[src/hw/rtl/gcd_pkg.sv]
package gcd_pkg;

  // Angle and field formats
  localparam int ANGLE_FRAC_BITS = 20;
  localparam int CORDIC_STAGES   = 24;
  localparam int SQRT_STAGES     = 31;
  localparam int LAT_W           = 30;
  localparam int LON_W           = 29;
  localparam int RAD_W           = 24;
  localparam int OUT_W           = 26;
  localparam int MAG_W           = 27;
  localparam int RND_SH          = ANGLE_FRAC_BITS + 2;

  // Angles in units of 2^-ANGLE_FRAC_BITS degree
  localparam logic signed [31:0] FULL_ANG    = 32'(longint'(360) << ANGLE_FRAC_BITS);
  localparam logic signed [31:0] HALF_ANG    = 32'(longint'(180) << ANGLE_FRAC_BITS);
  localparam logic signed [31:0] QUARTER_ANG = 32'(longint'(90) << ANGLE_FRAC_BITS);

  // Q30 constants (DEG2RAD_Q32 is Q32), reset radius and output limit
  localparam logic signed [31:0] INV_GAIN_Q  = 32'sd652032874;
  localparam logic [32:0]        PI_Q        = 33'd3373259426;
  localparam logic [MAG_W-1:0]   DEG2RAD_Q32 = 27'd74961321;
  localparam logic [RAD_W-1:0]   RADIUS_RESET = 24'd6370997;
  localparam logic [OUT_W-1:0]   OUT_MAX      = 26'd52707178;

  // Queue between front and back
  localparam int FIFO_DEPTH = 4;
  localparam int FIFO_AW    = 2;

  typedef struct packed {
    logic signed [31:0] z_a;
    logic signed [31:0] z_b;
    logic signed [31:0] z_d;
    logic [2:0]         neg;
  } gcd_angles_t;

  function automatic logic signed [31:0] atan_q30(input int i);
    logic signed [31:0] v;
    case (i)
      0:       v = 32'sd843314856;
      1:       v = 32'sd497837829;
      2:       v = 32'sd263043836;
      3:       v = 32'sd133525158;
      4:       v = 32'sd67021686;
      5:       v = 32'sd33543515;
      6:       v = 32'sd16775850;
      7:       v = 32'sd8388437;
      8:       v = 32'sd4194282;
      9:       v = 32'sd2097149;
      10:      v = 32'sd1048575;
      11:      v = 32'sd524287;
      12:      v = 32'sd262143;
      13:      v = 32'sd131071;
      14:      v = 32'sd65535;
      15:      v = 32'sd32767;
      16:      v = 32'sd16383;
      17:      v = 32'sd8191;
      18:      v = 32'sd4095;
      19:      v = 32'sd2047;
      20:      v = 32'sd1023;
      21:      v = 32'sd511;
      22:      v = 32'sd255;
      23:      v = 32'sd127;
      24:      v = 32'sd63;
      25:      v = 32'sd31;
      26:      v = 32'sd15;
      27:      v = 32'sd7;
      28:      v = 32'sd3;
      29:      v = 32'sd1;
      default: v = 32'sd0;
    endcase
    return v;
  endfunction

endpackage

[src/hw/rtl/gcd_fifo.sv]
module gcd_fifo (
  input  logic                 clk_i,
  input  logic                 rst_ni,
  input  logic                 push_i,
  output logic                 push_ready_o,
  input  gcd_pkg::gcd_angles_t push_data_i,
  output logic                 pop_valid_o,
  input  logic                 pop_i,
  output gcd_pkg::gcd_angles_t pop_data_o
);

  localparam logic [gcd_pkg::FIFO_AW:0] FULL_CNT = (gcd_pkg::FIFO_AW+1)'(gcd_pkg::FIFO_DEPTH);

  gcd_pkg::gcd_angles_t mem_q [gcd_pkg::FIFO_DEPTH];
  logic [gcd_pkg::FIFO_AW-1:0] wr_q, rd_q;
  logic [gcd_pkg::FIFO_AW:0]   count_q;
  logic do_push, do_pop;

  assign push_ready_o = count_q != FULL_CNT;
  assign pop_valid_o  = count_q != '0;
  assign do_push      = push_i && push_ready_o;
  assign do_pop       = pop_i && pop_valid_o;
  assign pop_data_o   = mem_q[rd_q];

  always_ff @(posedge clk_i or negedge rst_ni) begin
    if (!rst_ni) begin
      wr_q    <= '0;
      rd_q    <= '0;
      count_q <= '0;
    end else begin
      if (do_push) wr_q <= wr_q + 1'b1;
      if (do_pop)  rd_q <= rd_q + 1'b1;
      if (do_push && !do_pop) count_q <= count_q + 1'b1;
      else if (!do_push && do_pop) count_q <= count_q - 1'b1;
    end
  end

  always_ff @(posedge clk_i) begin
    if (do_push) mem_q[wr_q] <= push_data_i;
  end

  a_cnt_bound: assert property (@(posedge clk_i) disable iff (!rst_ni)
    count_q <= FULL_CNT) else $error("queue count overflow");
  a_pop_nonempty: assert property (@(posedge clk_i) disable iff (!rst_ni)
    pop_i |-> pop_valid_o) else $error("pop from empty queue");
  a_push_count: assert property (@(posedge clk_i) disable iff (!rst_ni)
    do_push && !do_pop |=> count_q == $past(count_q) + 1'b1)
    else $error("queue count missed a push");

endmodule

[config.mk]
export PLATFORM = sky130hd
export DESIGN_NAME = gcd_fifo
export DESIGN_NICKNAME = d
export VERILOG_FILES = /design/src/hw/rtl/gcd_pkg.sv /design/src/hw/rtl/gcd_fifo.sv
export SDC_FILE = /design/constraint.sdc
export NUM_CORES = 1
export LEC_CHECK = 0
export BUFFER_PORTS_ARGS = -buffer_cell sky130_fd_sc_hd__buf_2
export CAP_MARGIN = 0
export CORE_MARGIN = 5
export CORE_UTILIZATION = 45
export DETAILED_ROUTE_END_ITERATION = 12
export SLEW_MARGIN = 40
export SYNTH_ARGS = -nofsm -noshare
export SYNTH_HDL_FRONTEND = slang
export SYNTH_SLANG_ARGS = --single-unit
[constraint.sdc]
create_clock -name clk_i -period 6.6 [get_ports clk_i]
set_input_delay 1.32 -clock clk_i [delete_from_list [all_inputs] [get_ports clk_i]]
set_output_delay 1.32 -clock clk_i [all_outputs]
set_load 0.02 [all_outputs]
==> results.ini <==
[layout]
nets=901
final_util_pct=54.46
n_antenna_cell=0
drive_gt1_share_pct=45.84
syn_to_final_growth_pct=19.91
fin_cells=1260
stdcell_area_um2=17630

[cts]
cts_num_sinks=403
postCtsSetupRepairBufs=0
cts.clk_slew.worst_paths_ps=60
ctsHoldBuffers=0
clk_latency_ps=520
numCtsBuffers=41
max-clock-path-buffers=3
root_buffer=clkbuf_16
cts.htree.levels=2
cts_tree=done
post_cts_resized=0

[logic_synthesis]
synth_fp_nets=661
syn_inst=552
synth-seq-cells=403
netlist-cell-type-count=19
yosysSeqAreaShare_pct=82.07
yosys.area.top_type=edfxtp_1
synth_ff_type=edfxtp_1
synth_most_common_cell=edfxtp_1
synth_edf_count=396
synth.avg_cell_area_um2=26.64
yosys-top-cells-area=edfxtp_1 (81%), mux4_2 (15%), dfrtp_1 (1.2%), buf_6 (0.77%), ha_1 (0.43%)
ys_warn_count=0
synthTopCellsByCount=edfxtp_1 (396), mux4_2 (99), buf_6 (10)
async_flop_share_pct=1.737
yosysTopAreaCellShare_pct=80.88
syn_area_um2=14700

[worst_setup_path]
slowest_stage=dfrtp_4
crit_buf_inv=3
critPathCaptureType=output pin
critPathMaxStageDelay_ps=690
rrSetupSlack_ps=4200
crit_top_cell=buf_12
crit_path_cell_trace=buf_12 -> buf_12 -> mux4_2 -> buf_2
arrival_ps=2820
path_max_fanout=57
critPathRequiredTime_ps=5280
crit_family=buffers and inverters
r2r_cells=5
worstSetupPathType=reg -> out
worstSetupStartpointType=register
critical_path_cell_count=4

[timing]
fin_crit_ps=4142
relSlewSlack_pct=57.57
fin_ws_ps=2458
slew_violations=0
fmax_mhz=241.4
setup_viol=0
grt_setup_unrepaired=false
post-route-period-util_pct=62.76
skew_ps=11.61
fin_tns_setup_ps=0
holdWs_ps=538.9
hold_violations=0
worst_pin_slew_ps=636.5

[global_routing]
antenna_found_initial=5
grt_max_degree=58
grt_pass1_vias=7383
grt_usage_pct=15.44
gr-total-overflow=0
grt_pass1_wl_um=42770

[route]
drc=0
drt_wl_total_um=27980
routed-via-count=6555
viasPerCell=5.202
drtIter0Drc=327
wl_per_cell_um=22.21
ant_nets=0
dr.pass1.iters=4

[pwr]
ir_drop_uv=332.7
p_leak_nw=5.983
power.density_nw_per_um2=473.2
fin_total_pwr_mw=8.343

[min_path]
whs_path_depth=1
hp-class=reg -> reg

[die]
rows=66
io_pins=204
floorplan.initialDensity_pct=45.42
fp.dieH_um=190.8
core_um2=32370
die_w_um=190.8
die-area_um2=36390

[placed_design]
gp_congestion=0.7257
preCtsSetupSlack_ps=2917
dp_hpwl_um=18100
placed_cells=1191
portBuffers=203
post_dp_cell_area_um2=16370

[flow_run]
cap_violations=0

[status]
outcome=completed

==> final timing paths <==
kind	from	to
max	rd_q[0]	pop_data_o[45]
min	count_q[2]	count_q[2]
max reg2reg	count_q[0]	mem_q[1][41]
min reg2reg	count_q[2]	count_q[2]
max in group asynchronous	rst_ni	rd_q[0]
min in group asynchronous	rst_ni	rd_q[1]
==> power by group <==
| group | total (mW) | switching (mW) | internal [mW] |
|---|---|---|---|
| combinational | 2.65 | 1.57 | 1.08 |
| sequential | 3.54 | 0.153 | 3.38 |
| clock | 2.16 | 0.864 | 1.30 |
==> cell families (layout without fill, tap and decap cells) <==
group | after synthesis | after routing | synth area share [%]
multiplexers | 101 | 101 | 15.32
XOR/XNOR | 6 | 6 | 0.3574
adder cells (fa/ha/maj) | 6 | 6 | 0.5617
flip-flops | 403 | 403 | 82.07
AND/OR/NAND/NOR | 10 | 10 | 0.3489
buffers and inverters | 25 | 291 | 1.268
AO/OA/AOI/OAI | 1 | 1 | 0.07658
==> flip-flops by register name, indices dropped and copies added (netlist names) <==
register  flops
mem_q       396
wr_q          2
count_q       3
rd_q          2
==> placed cells by master (no fill, tap or decap) <==
master and n:
or3_1 1, ha_1 5, edfxtp_1 396, mux2_2 2, nand2_1 2, nand3_1 1
fa_1 1, inv_6 1, buf_4 5, clkinv_2 1, mux4_2 99, bufinv_16 3
dfrtp_4 2, buf_2 203, xnor2_1 4, nor2_1 2, clkbuf_1 11, dfrtp_1 5
clkinv_1 10, xor2_1 2, clkbuf_16 43, inv_1 3, buf_12 11, and2_4 4
a21boi_2 1
==> final cells by class <==
type	count	area, um^2
Multi-Input combinational cell	124	2460
Timing Repair Buffer	219	1274
Inverter	3	11.26
Clock inverter	15	141.4
Fill cell	2505	14740
Clock buffer	54	1117
Sequential cell	403	12070
Tap cell	442	553.0
==> metal layers <==
layer,track usage [%],vias up,wire length [um],share of wire (%)
li1,-,2859,-,-
met1,20.11,3426,11410,41
met2,25.64,205,13830,49
met3,5.016,55,2205,7.9
met4,3.646,10,492,1.8
met5,0,-,50,0.18
(Power assumes the default switching activity.)
