--- src/hw/rtl/gcd_pkg.sv ---
package gcd_pkg;

  // Angle and field formats
  localparam int ANGLE_FRAC_BITS = 20;
  localparam int CORDIC_STAGES   = 24;
  localparam int SQRT_STAGES     = 31;
  localparam int LAT_W           = 30;
  localparam int LON_W           = 29;
  localparam int RAD_W           = 24;
  localparam int OUT_W           = 26;
  localparam int MAG_W           = 27;
  localparam int RND_SH          = ANGLE_FRAC_BITS + 2;

  // Angles in units of 2^-ANGLE_FRAC_BITS degree
  localparam logic signed [31:0] FULL_ANG    = 32'(longint'(360) << ANGLE_FRAC_BITS);
  localparam logic signed [31:0] HALF_ANG    = 32'(longint'(180) << ANGLE_FRAC_BITS);
  localparam logic signed [31:0] QUARTER_ANG = 32'(longint'(90) << ANGLE_FRAC_BITS);

  // Q30 constants (DEG2RAD_Q32 is Q32), reset radius and output limit
  localparam logic signed [31:0] INV_GAIN_Q  = 32'sd652032874;
  localparam logic [32:0]        PI_Q        = 33'd3373259426;
  localparam logic [MAG_W-1:0]   DEG2RAD_Q32 = 27'd74961321;
  localparam logic [RAD_W-1:0]   RADIUS_RESET = 24'd6370997;
  localparam logic [OUT_W-1:0]   OUT_MAX      = 26'd52707178;

  // Queue between front and back
  localparam int FIFO_DEPTH = 4;
  localparam int FIFO_AW    = 2;

  typedef struct packed {
    logic signed [31:0] z_a;
    logic signed [31:0] z_b;
    logic signed [31:0] z_d;
    logic [2:0]         neg;
  } gcd_angles_t;

  function automatic logic signed [31:0] atan_q30(input int i);
    logic signed [31:0] v;
    case (i)
      0:       v = 32'sd843314856;
      1:       v = 32'sd497837829;
      2:       v = 32'sd263043836;
      3:       v = 32'sd133525158;
      4:       v = 32'sd67021686;
      5:       v = 32'sd33543515;
      6:       v = 32'sd16775850;
      7:       v = 32'sd8388437;
      8:       v = 32'sd4194282;
      9:       v = 32'sd2097149;
      10:      v = 32'sd1048575;
      11:      v = 32'sd524287;
      12:      v = 32'sd262143;
      13:      v = 32'sd131071;
      14:      v = 32'sd65535;
      15:      v = 32'sd32767;
      16:      v = 32'sd16383;
      17:      v = 32'sd8191;
      18:      v = 32'sd4095;
      19:      v = 32'sd2047;
      20:      v = 32'sd1023;
      21:      v = 32'sd511;
      22:      v = 32'sd255;
      23:      v = 32'sd127;
      24:      v = 32'sd63;
      25:      v = 32'sd31;
      26:      v = 32'sd15;
      27:      v = 32'sd7;
      28:      v = 32'sd3;
      29:      v = 32'sd1;
      default: v = 32'sd0;
    endcase
    return v;
  endfunction

endpackage

--- src/hw/rtl/gcd_front.sv ---
module gcd_front (
  input  logic                               clk_i,
  input  logic                               rst_ni,
  input  logic                               in_valid_i,
  output logic                               in_stall_o,
  input  logic signed [gcd_pkg::LAT_W-1:0]   first_latitude_i,
  input  logic signed [gcd_pkg::LON_W-1:0]   first_longitude_i,
  input  logic signed [gcd_pkg::LAT_W-1:0]   second_latitude_i,
  input  logic signed [gcd_pkg::LON_W-1:0]   second_longitude_i,
  output logic                               out_valid_o,
  input  logic                               out_ready_i,
  output gcd_pkg::gcd_angles_t               out_data_o
);

  logic en;
  logic v1_q, v2_q, v3_q, v4_q;

  logic signed [31:0] ang_q [3];
  logic [gcd_pkg::MAG_W-1:0] mag_q [3];
  logic [2:0] sgn2_q, neg2_q, sgn3_q, neg3_q;
  logic [2*gcd_pkg::MAG_W-1:0] prod_q [3];
  logic signed [31:0] z_q [3];
  logic [2:0] neg4_q;

  logic signed [31:0] lat_a, lat_b;

  assign en         = !(v4_q && !out_ready_i);
  assign in_stall_o = !en;

  // latitude above 90 degrees folds down by 180
  always_comb begin
    lat_a = {{(32-gcd_pkg::LAT_W){first_latitude_i[gcd_pkg::LAT_W-1]}}, first_latitude_i};
    lat_b = {{(32-gcd_pkg::LAT_W){second_latitude_i[gcd_pkg::LAT_W-1]}}, second_latitude_i};
    if (lat_a > gcd_pkg::QUARTER_ANG) lat_a = lat_a - gcd_pkg::HALF_ANG;
    if (lat_b > gcd_pkg::QUARTER_ANG) lat_b = lat_b - gcd_pkg::HALF_ANG;
  end

  always_ff @(posedge clk_i or negedge rst_ni) begin
    if (!rst_ni) begin
      v1_q <= 1'b0;
      v2_q <= 1'b0;
      v3_q <= 1'b0;
      v4_q <= 1'b0;
    end else if (en) begin
      v1_q <= in_valid_i;
      v2_q <= v1_q;
      v3_q <= v2_q;
      v4_q <= v3_q;
    end
  end

  // stage 1: adjusted latitudes and longitude difference
  always_ff @(posedge clk_i) begin
    if (en) begin
      ang_q[0] <= lat_a;
      ang_q[1] <= lat_b;
      ang_q[2] <= {{(32-gcd_pkg::LON_W){first_longitude_i[gcd_pkg::LON_W-1]}},
                   first_longitude_i}
                - {{(32-gcd_pkg::LON_W){second_longitude_i[gcd_pkg::LON_W-1]}},
                   second_longitude_i};
    end
  end

  // stage 2: reduce into (-180,180], fold into [-90,90]
  always_ff @(posedge clk_i) begin
    logic signed [31:0] r;
    logic               n;
    if (en) begin
      for (int l = 0; l < 3; l++) begin
        r = ang_q[l];
        n = 1'b0;
        if (r > gcd_pkg::HALF_ANG) r = r - gcd_pkg::FULL_ANG;
        else if (r <= -gcd_pkg::HALF_ANG) r = r + gcd_pkg::FULL_ANG;
        if (r > gcd_pkg::QUARTER_ANG) begin
          r = r - gcd_pkg::HALF_ANG;
          n = 1'b1;
        end else if (r < -gcd_pkg::QUARTER_ANG) begin
          r = r + gcd_pkg::HALF_ANG;
          n = 1'b1;
        end
        neg2_q[l] <= n;
        sgn2_q[l] <= r[31];
        mag_q[l]  <= r[31] ? gcd_pkg::MAG_W'(-r) : gcd_pkg::MAG_W'(r);
      end
    end
  end

  // stage 3: degrees to radians
  always_ff @(posedge clk_i) begin
    if (en) begin
      for (int l = 0; l < 3; l++) begin
        prod_q[l] <= (2*gcd_pkg::MAG_W)'(mag_q[l]) * (2*gcd_pkg::MAG_W)'(gcd_pkg::DEG2RAD_Q32);
      end
      sgn3_q <= sgn2_q;
      neg3_q <= neg2_q;
    end
  end

  // stage 4: round half up, restore sign
  always_ff @(posedge clk_i) begin
    logic [2*gcd_pkg::MAG_W:0] s;
    logic [31:0] m;
    if (en) begin
      for (int l = 0; l < 3; l++) begin
        s = {1'b0, prod_q[l]} + ((2*gcd_pkg::MAG_W+1)'(1) << (gcd_pkg::RND_SH - 1));
        m = 32'(s >> gcd_pkg::RND_SH);
        z_q[l] <= sgn3_q[l] ? -$signed(m) : $signed(m);
      end
      neg4_q <= neg3_q;
    end
  end

  assign out_valid_o     = v4_q;
  assign out_data_o.z_a  = z_q[0];
  assign out_data_o.z_b  = z_q[1];
  assign out_data_o.z_d  = z_q[2];
  assign out_data_o.neg  = neg4_q;

endmodule

--- config.mk ---
export PLATFORM = sky130hd
export DESIGN_NAME = gcd_front
export DESIGN_NICKNAME = d
export VERILOG_FILES = /design/src/hw/rtl/gcd_pkg.sv /design/src/hw/rtl/gcd_front.sv
export SDC_FILE = /design/constraint.sdc
export NUM_CORES = 2
export LEC_CHECK = 0
export ABC_AREA = 0
export BUFFER_PORTS_ARGS = -buffer_cell sky130_fd_sc_hd__clkbuf_2
export CAP_MARGIN = 5
export CORE_MARGIN = 3
export CORE_UTILIZATION = 30
export DETAILED_ROUTE_END_ITERATION = 6
export GPL_ROUTABILITY_DRIVEN = 1
export GPL_TIMING_DRIVEN = 0
export SLEW_MARGIN = 5
export SYNTH_ARGS = -nofsm -noshare
export SYNTH_HDL_FRONTEND = slang
export SYNTH_SLANG_ARGS = --single-unit
export TNS_END_PERCENT = 10
--- constraint.sdc ---
create_clock -name clk_i -period 8.9 [get_ports clk_i]
set_clock_uncertainty 0.05 [all_clocks]
set_input_delay 0.445 -clock clk_i [delete_from_list [all_inputs] [get_ports clk_i]]
set_output_delay 0.445 -clock clk_i [all_outputs]
set_load 0.05 [all_outputs]
==> impl_metrics.py <==
metrics = {
    "sta": {
        "slew_headroom_pct": 22.65,
        "finalCriticalPeriod_ns": 8.285,
        "period_share_pct": 93.09,
        "worst_pin_slew_ns": 1.148,
        "setup_viol": 0,
        "rsz0062_at_grt": "false",
        "hold_viol": 0,
        "drv_slew": 0,
        "clock.fmax_mhz": 120.7,
    },
    "clock_network": {
        "cts_max_level": 2,
        "post_cts_resized": 0,
        "cts_root_buf": "clkbuf_16",
        "cts_made_buffers": 51,
        "clkLatencyLatePin_ns": 0.66,
        "clkTransAtPathRegs_ns": 0.06,
        "cts_buffer_depth": 3,
        "cts_tree": "done",
        "cts_sinks": 387,
    },
    "logic_synthesis": {
        "synthArstFlopShare_pct": 1.034,
        "ys.flop_type": "edfxtp_1",
        "ys_types": 90,
        "syn_nets": 7623,
        "avgSynthCellArea_sq_um": 10.33,
        "synth_enable_flop_cells": 383,
        "yosys_warnings": 0,
        "ys_top_cells_by_count": "inv_1, fa_1, ha_1",
        "synth_top_area_cell": "fa_1",
        "ys_ff_latch": 387,
        "yosysMostFrequentCell": "inv_1",
        "yosysSeqAreaShare_pct": 19.66,
        "netlist.area_leader.share_pct": 30.63,
        "syn-cell-area_sq_um": 59020,
        "synth_area_leaders": "fa_1, edfxtp_1, ha_1",
        "syn_inst": 5712,
    },
    "floorplan": {
        "die_x_um": 449.6,
        "dieHeight_um": 449.6,
        "coreArea_sq_um": 195200,
        "io_pins": 223,
        "initial_core_util_pct": 30.24,
        "num_rows": 162,
        "design.die.area_sq_um": 202100,
    },
    "layout": {
        "drive_gt1_share_pct": 6.446,
        "syn_to_final_growth_pct": 11.78,
        "fin_util_pct": 33.80,
        "final_net_count": 7981,
    },
    "critical_path": {
        "cp_slowest_cell": "o31ai_1",
        "reg2regPathDepth": 24,
        "r2r-start": "mag_q[0][5]$_DFFE_PN_",
        "crit_fanout": 7,
        "critPathLaunch": "mag_q[0][5]$_DFFE_PN_",
        "cp_common_cell": "fa_1",
        "critPathCaptureType": "flop",
        "critical_path.cell_chain": "inv_1 -> fa_1 -> inv_1 -> fa_1 -> fa_1 -> inv_1 -> fa_1 -> inv_1 -> fa_1 -> fa_1 -> inv_1 -> fa_1 -> inv_1 -> ha_1 -> nand4_1 -> o31ai_1 -> nand4_1 -> o21ai_0 -> o211ai_1 -> a31oi_1 -> a221oi_1 -> o21bai_1 -> a21oi_1 -> xnor2_1",
        "worstPathArrival_ns": 8.64,
        "critPathLaunchType": "flop",
        "worst-setup-path-type": "flop to flop",
        "crit_required_ns": 9.25,
        "critPathMaxStageDelay_ns": 0.74,
    },
    "route": {
        "wl_mm": 144.9,
        "wl_per_cell_um": 16.59,
        "ant_nets": 0,
        "dr.pass1.iters": 5,
        "via_per_inst": 4.521,
        "drt_iter0_drc": 2115,
        "vias": 39500,
        "drc": 0,
    },
    "status": {
        "outcome": "finished clean",
    },
    "hold_path": {
        "hold_path.class": "primary input to flop",
        "hold_path_depth": 2,
        "min_from": "second_latitude_i[28]",
    },
    "placement": {
        "place_congestion": 0.9212,
        "portBuffers": 222,
        "dp_hpwl_mm": 125.6,
    },
    "global_routing": {
        "overflow": 0,
        "track_usage_pct": 14.60,
        "antenna_found_initial": 1,
        "grt_pass1_wl_mm": 234.6,
        "grt_max_degree": 45,
        "grt_pass1_vias": 42740,
    },
    "flow_run": {
        "max_cap_viol_count": 0,
    },
}
routing by layer:
layer	global-route usage [%]	vias up	share of wire (%)
met5	0	-	0
met4	3.971	0	2.5
met3	1.844	142	4.2
met2	25.24	768	48
met1	19.18	19560	45
li1	-	19030	-
cell usage in the layout (no fill, tap or decap), types with 35 or more instances in the layout:
master / instances
inv_1: 1555
fa_1: 903
ha_1: 886
edfxtp_1: 383
xnor2_1: 260
nor2_1: 232
clkbuf_2: 222
nand2_1: 178
a21oi_1: 147
xor2_1: 143
o21ai_0: 129
nor3_1: 88
nand3_1: 85
clkbuf_1: 66
a21o_1: 60
clkbuf_16: 51
dlygate4sd3_1: 49
o21a_1: 39
nand4_1: 38
nor2b_1: 38
and3_1: 35
worst paths after layout:
path | end | slack [ns]
min in group asynchronous | out_valid_o$_DFFE_PN0N_ | 0.64
hold / removal | ang_q[0][60]$_DFFE_PN_ | 0.08
max in group asynchronous | v3_q$_DFFE_PN0N_ | 8.00
hold reg to reg | neg4_q[1]$_DFFE_PN_ | 0.37
setup reg to reg | prod_q[0][53]$_DFFE_PN_ | 0.62
setup / recovery | prod_q[0][53]$_DFFE_PN_ | 0.62
state kept, by name, indices dropped and copies added, names as in the netlist:
signal and cells:
neg3_q 3, mag_q 81, v2_q 1, v3_q 1, out_valid_o 1, ang_q 92, neg2_q 3, prod_q 99
sgn3_q 3, v1_q 1, sgn2_q 3, z_q 96, neg4_q 3
cell families after synthesis:
logic type,Yosys count,share of synthesized area (%)
AO/OA/AOI/OAI,609,6.760
XOR/XNOR,404,6.008
adder cells (fa/ha/maj),1789,49.41
buffers and inverters,1623,10.33
flip-flops,387,19.66
multiplexers,22,0.3943
AND/OR/NAND/NOR,878,7.439
worst max-delay path, delay by kind of cell (launching register included):
kind | cells | cell delay (ns)
adder cells (fa/ha/maj) | 8 | 3.96
AO/OA/AOI/OAI | 7 | 2.43
flip-flops | 1 | 0.62
buffers and inverters | 6 | 0.48
AND/OR/NAND/NOR | 2 | 0.38
XOR/XNOR | 1 | 0.13
layout make-up:
type,count,area (sq um)
Fill cell,19710,129200
Antenna cell,1,2.502
Timing Repair Buffer,305,1989
Clock inverter,38,356.6
Buffer,66,255.2
Clock buffer,57,1309
Inverter,1557,5848
Sequential cell,387,11600
Multi-Input combinational cell,3702,41330
Tap cell,2624,3283
per-stage QoR:
| stage | TNS [ns] | hold WS, ns | setup WS [ns] | area [sq um] | cells |
|---|---|---|---|---|---|
| 2_1_floorplan | 0 | 0.09941 | 0.9917 | 59030 | 5712 |
| 3_3_place_gp | -407.05 | 0.2004 | -1.147 | 63420 | 8558 |
| 3_5_place_dp | 0 | 0.2054 | 0.2087 | 63630 | 8568 |
| 4_1_cts | 0 | 0.002952 | 0.2260 | 65790 | 8712 |
| 5_1_grt | 0 | 0.04615 | 0.03005 | 65970 | 8737 |
| 6_report | 0 | 0.08486 | 0.6154 | 65970 | 8737 |
repair_timing:
| item | in CTS | in global routing |
|---|---|---|
| buffers inserted | 0 | 24 |
| setup endpoints to repair | 0 | 1 |
| hold buffers | 49 | 0 |
| endpoints found under the hold margin | 53 | 0 |
Power is not shown: default switching activity piles up to over one toggle a cycle in this logic, so the estimate is an artifact.
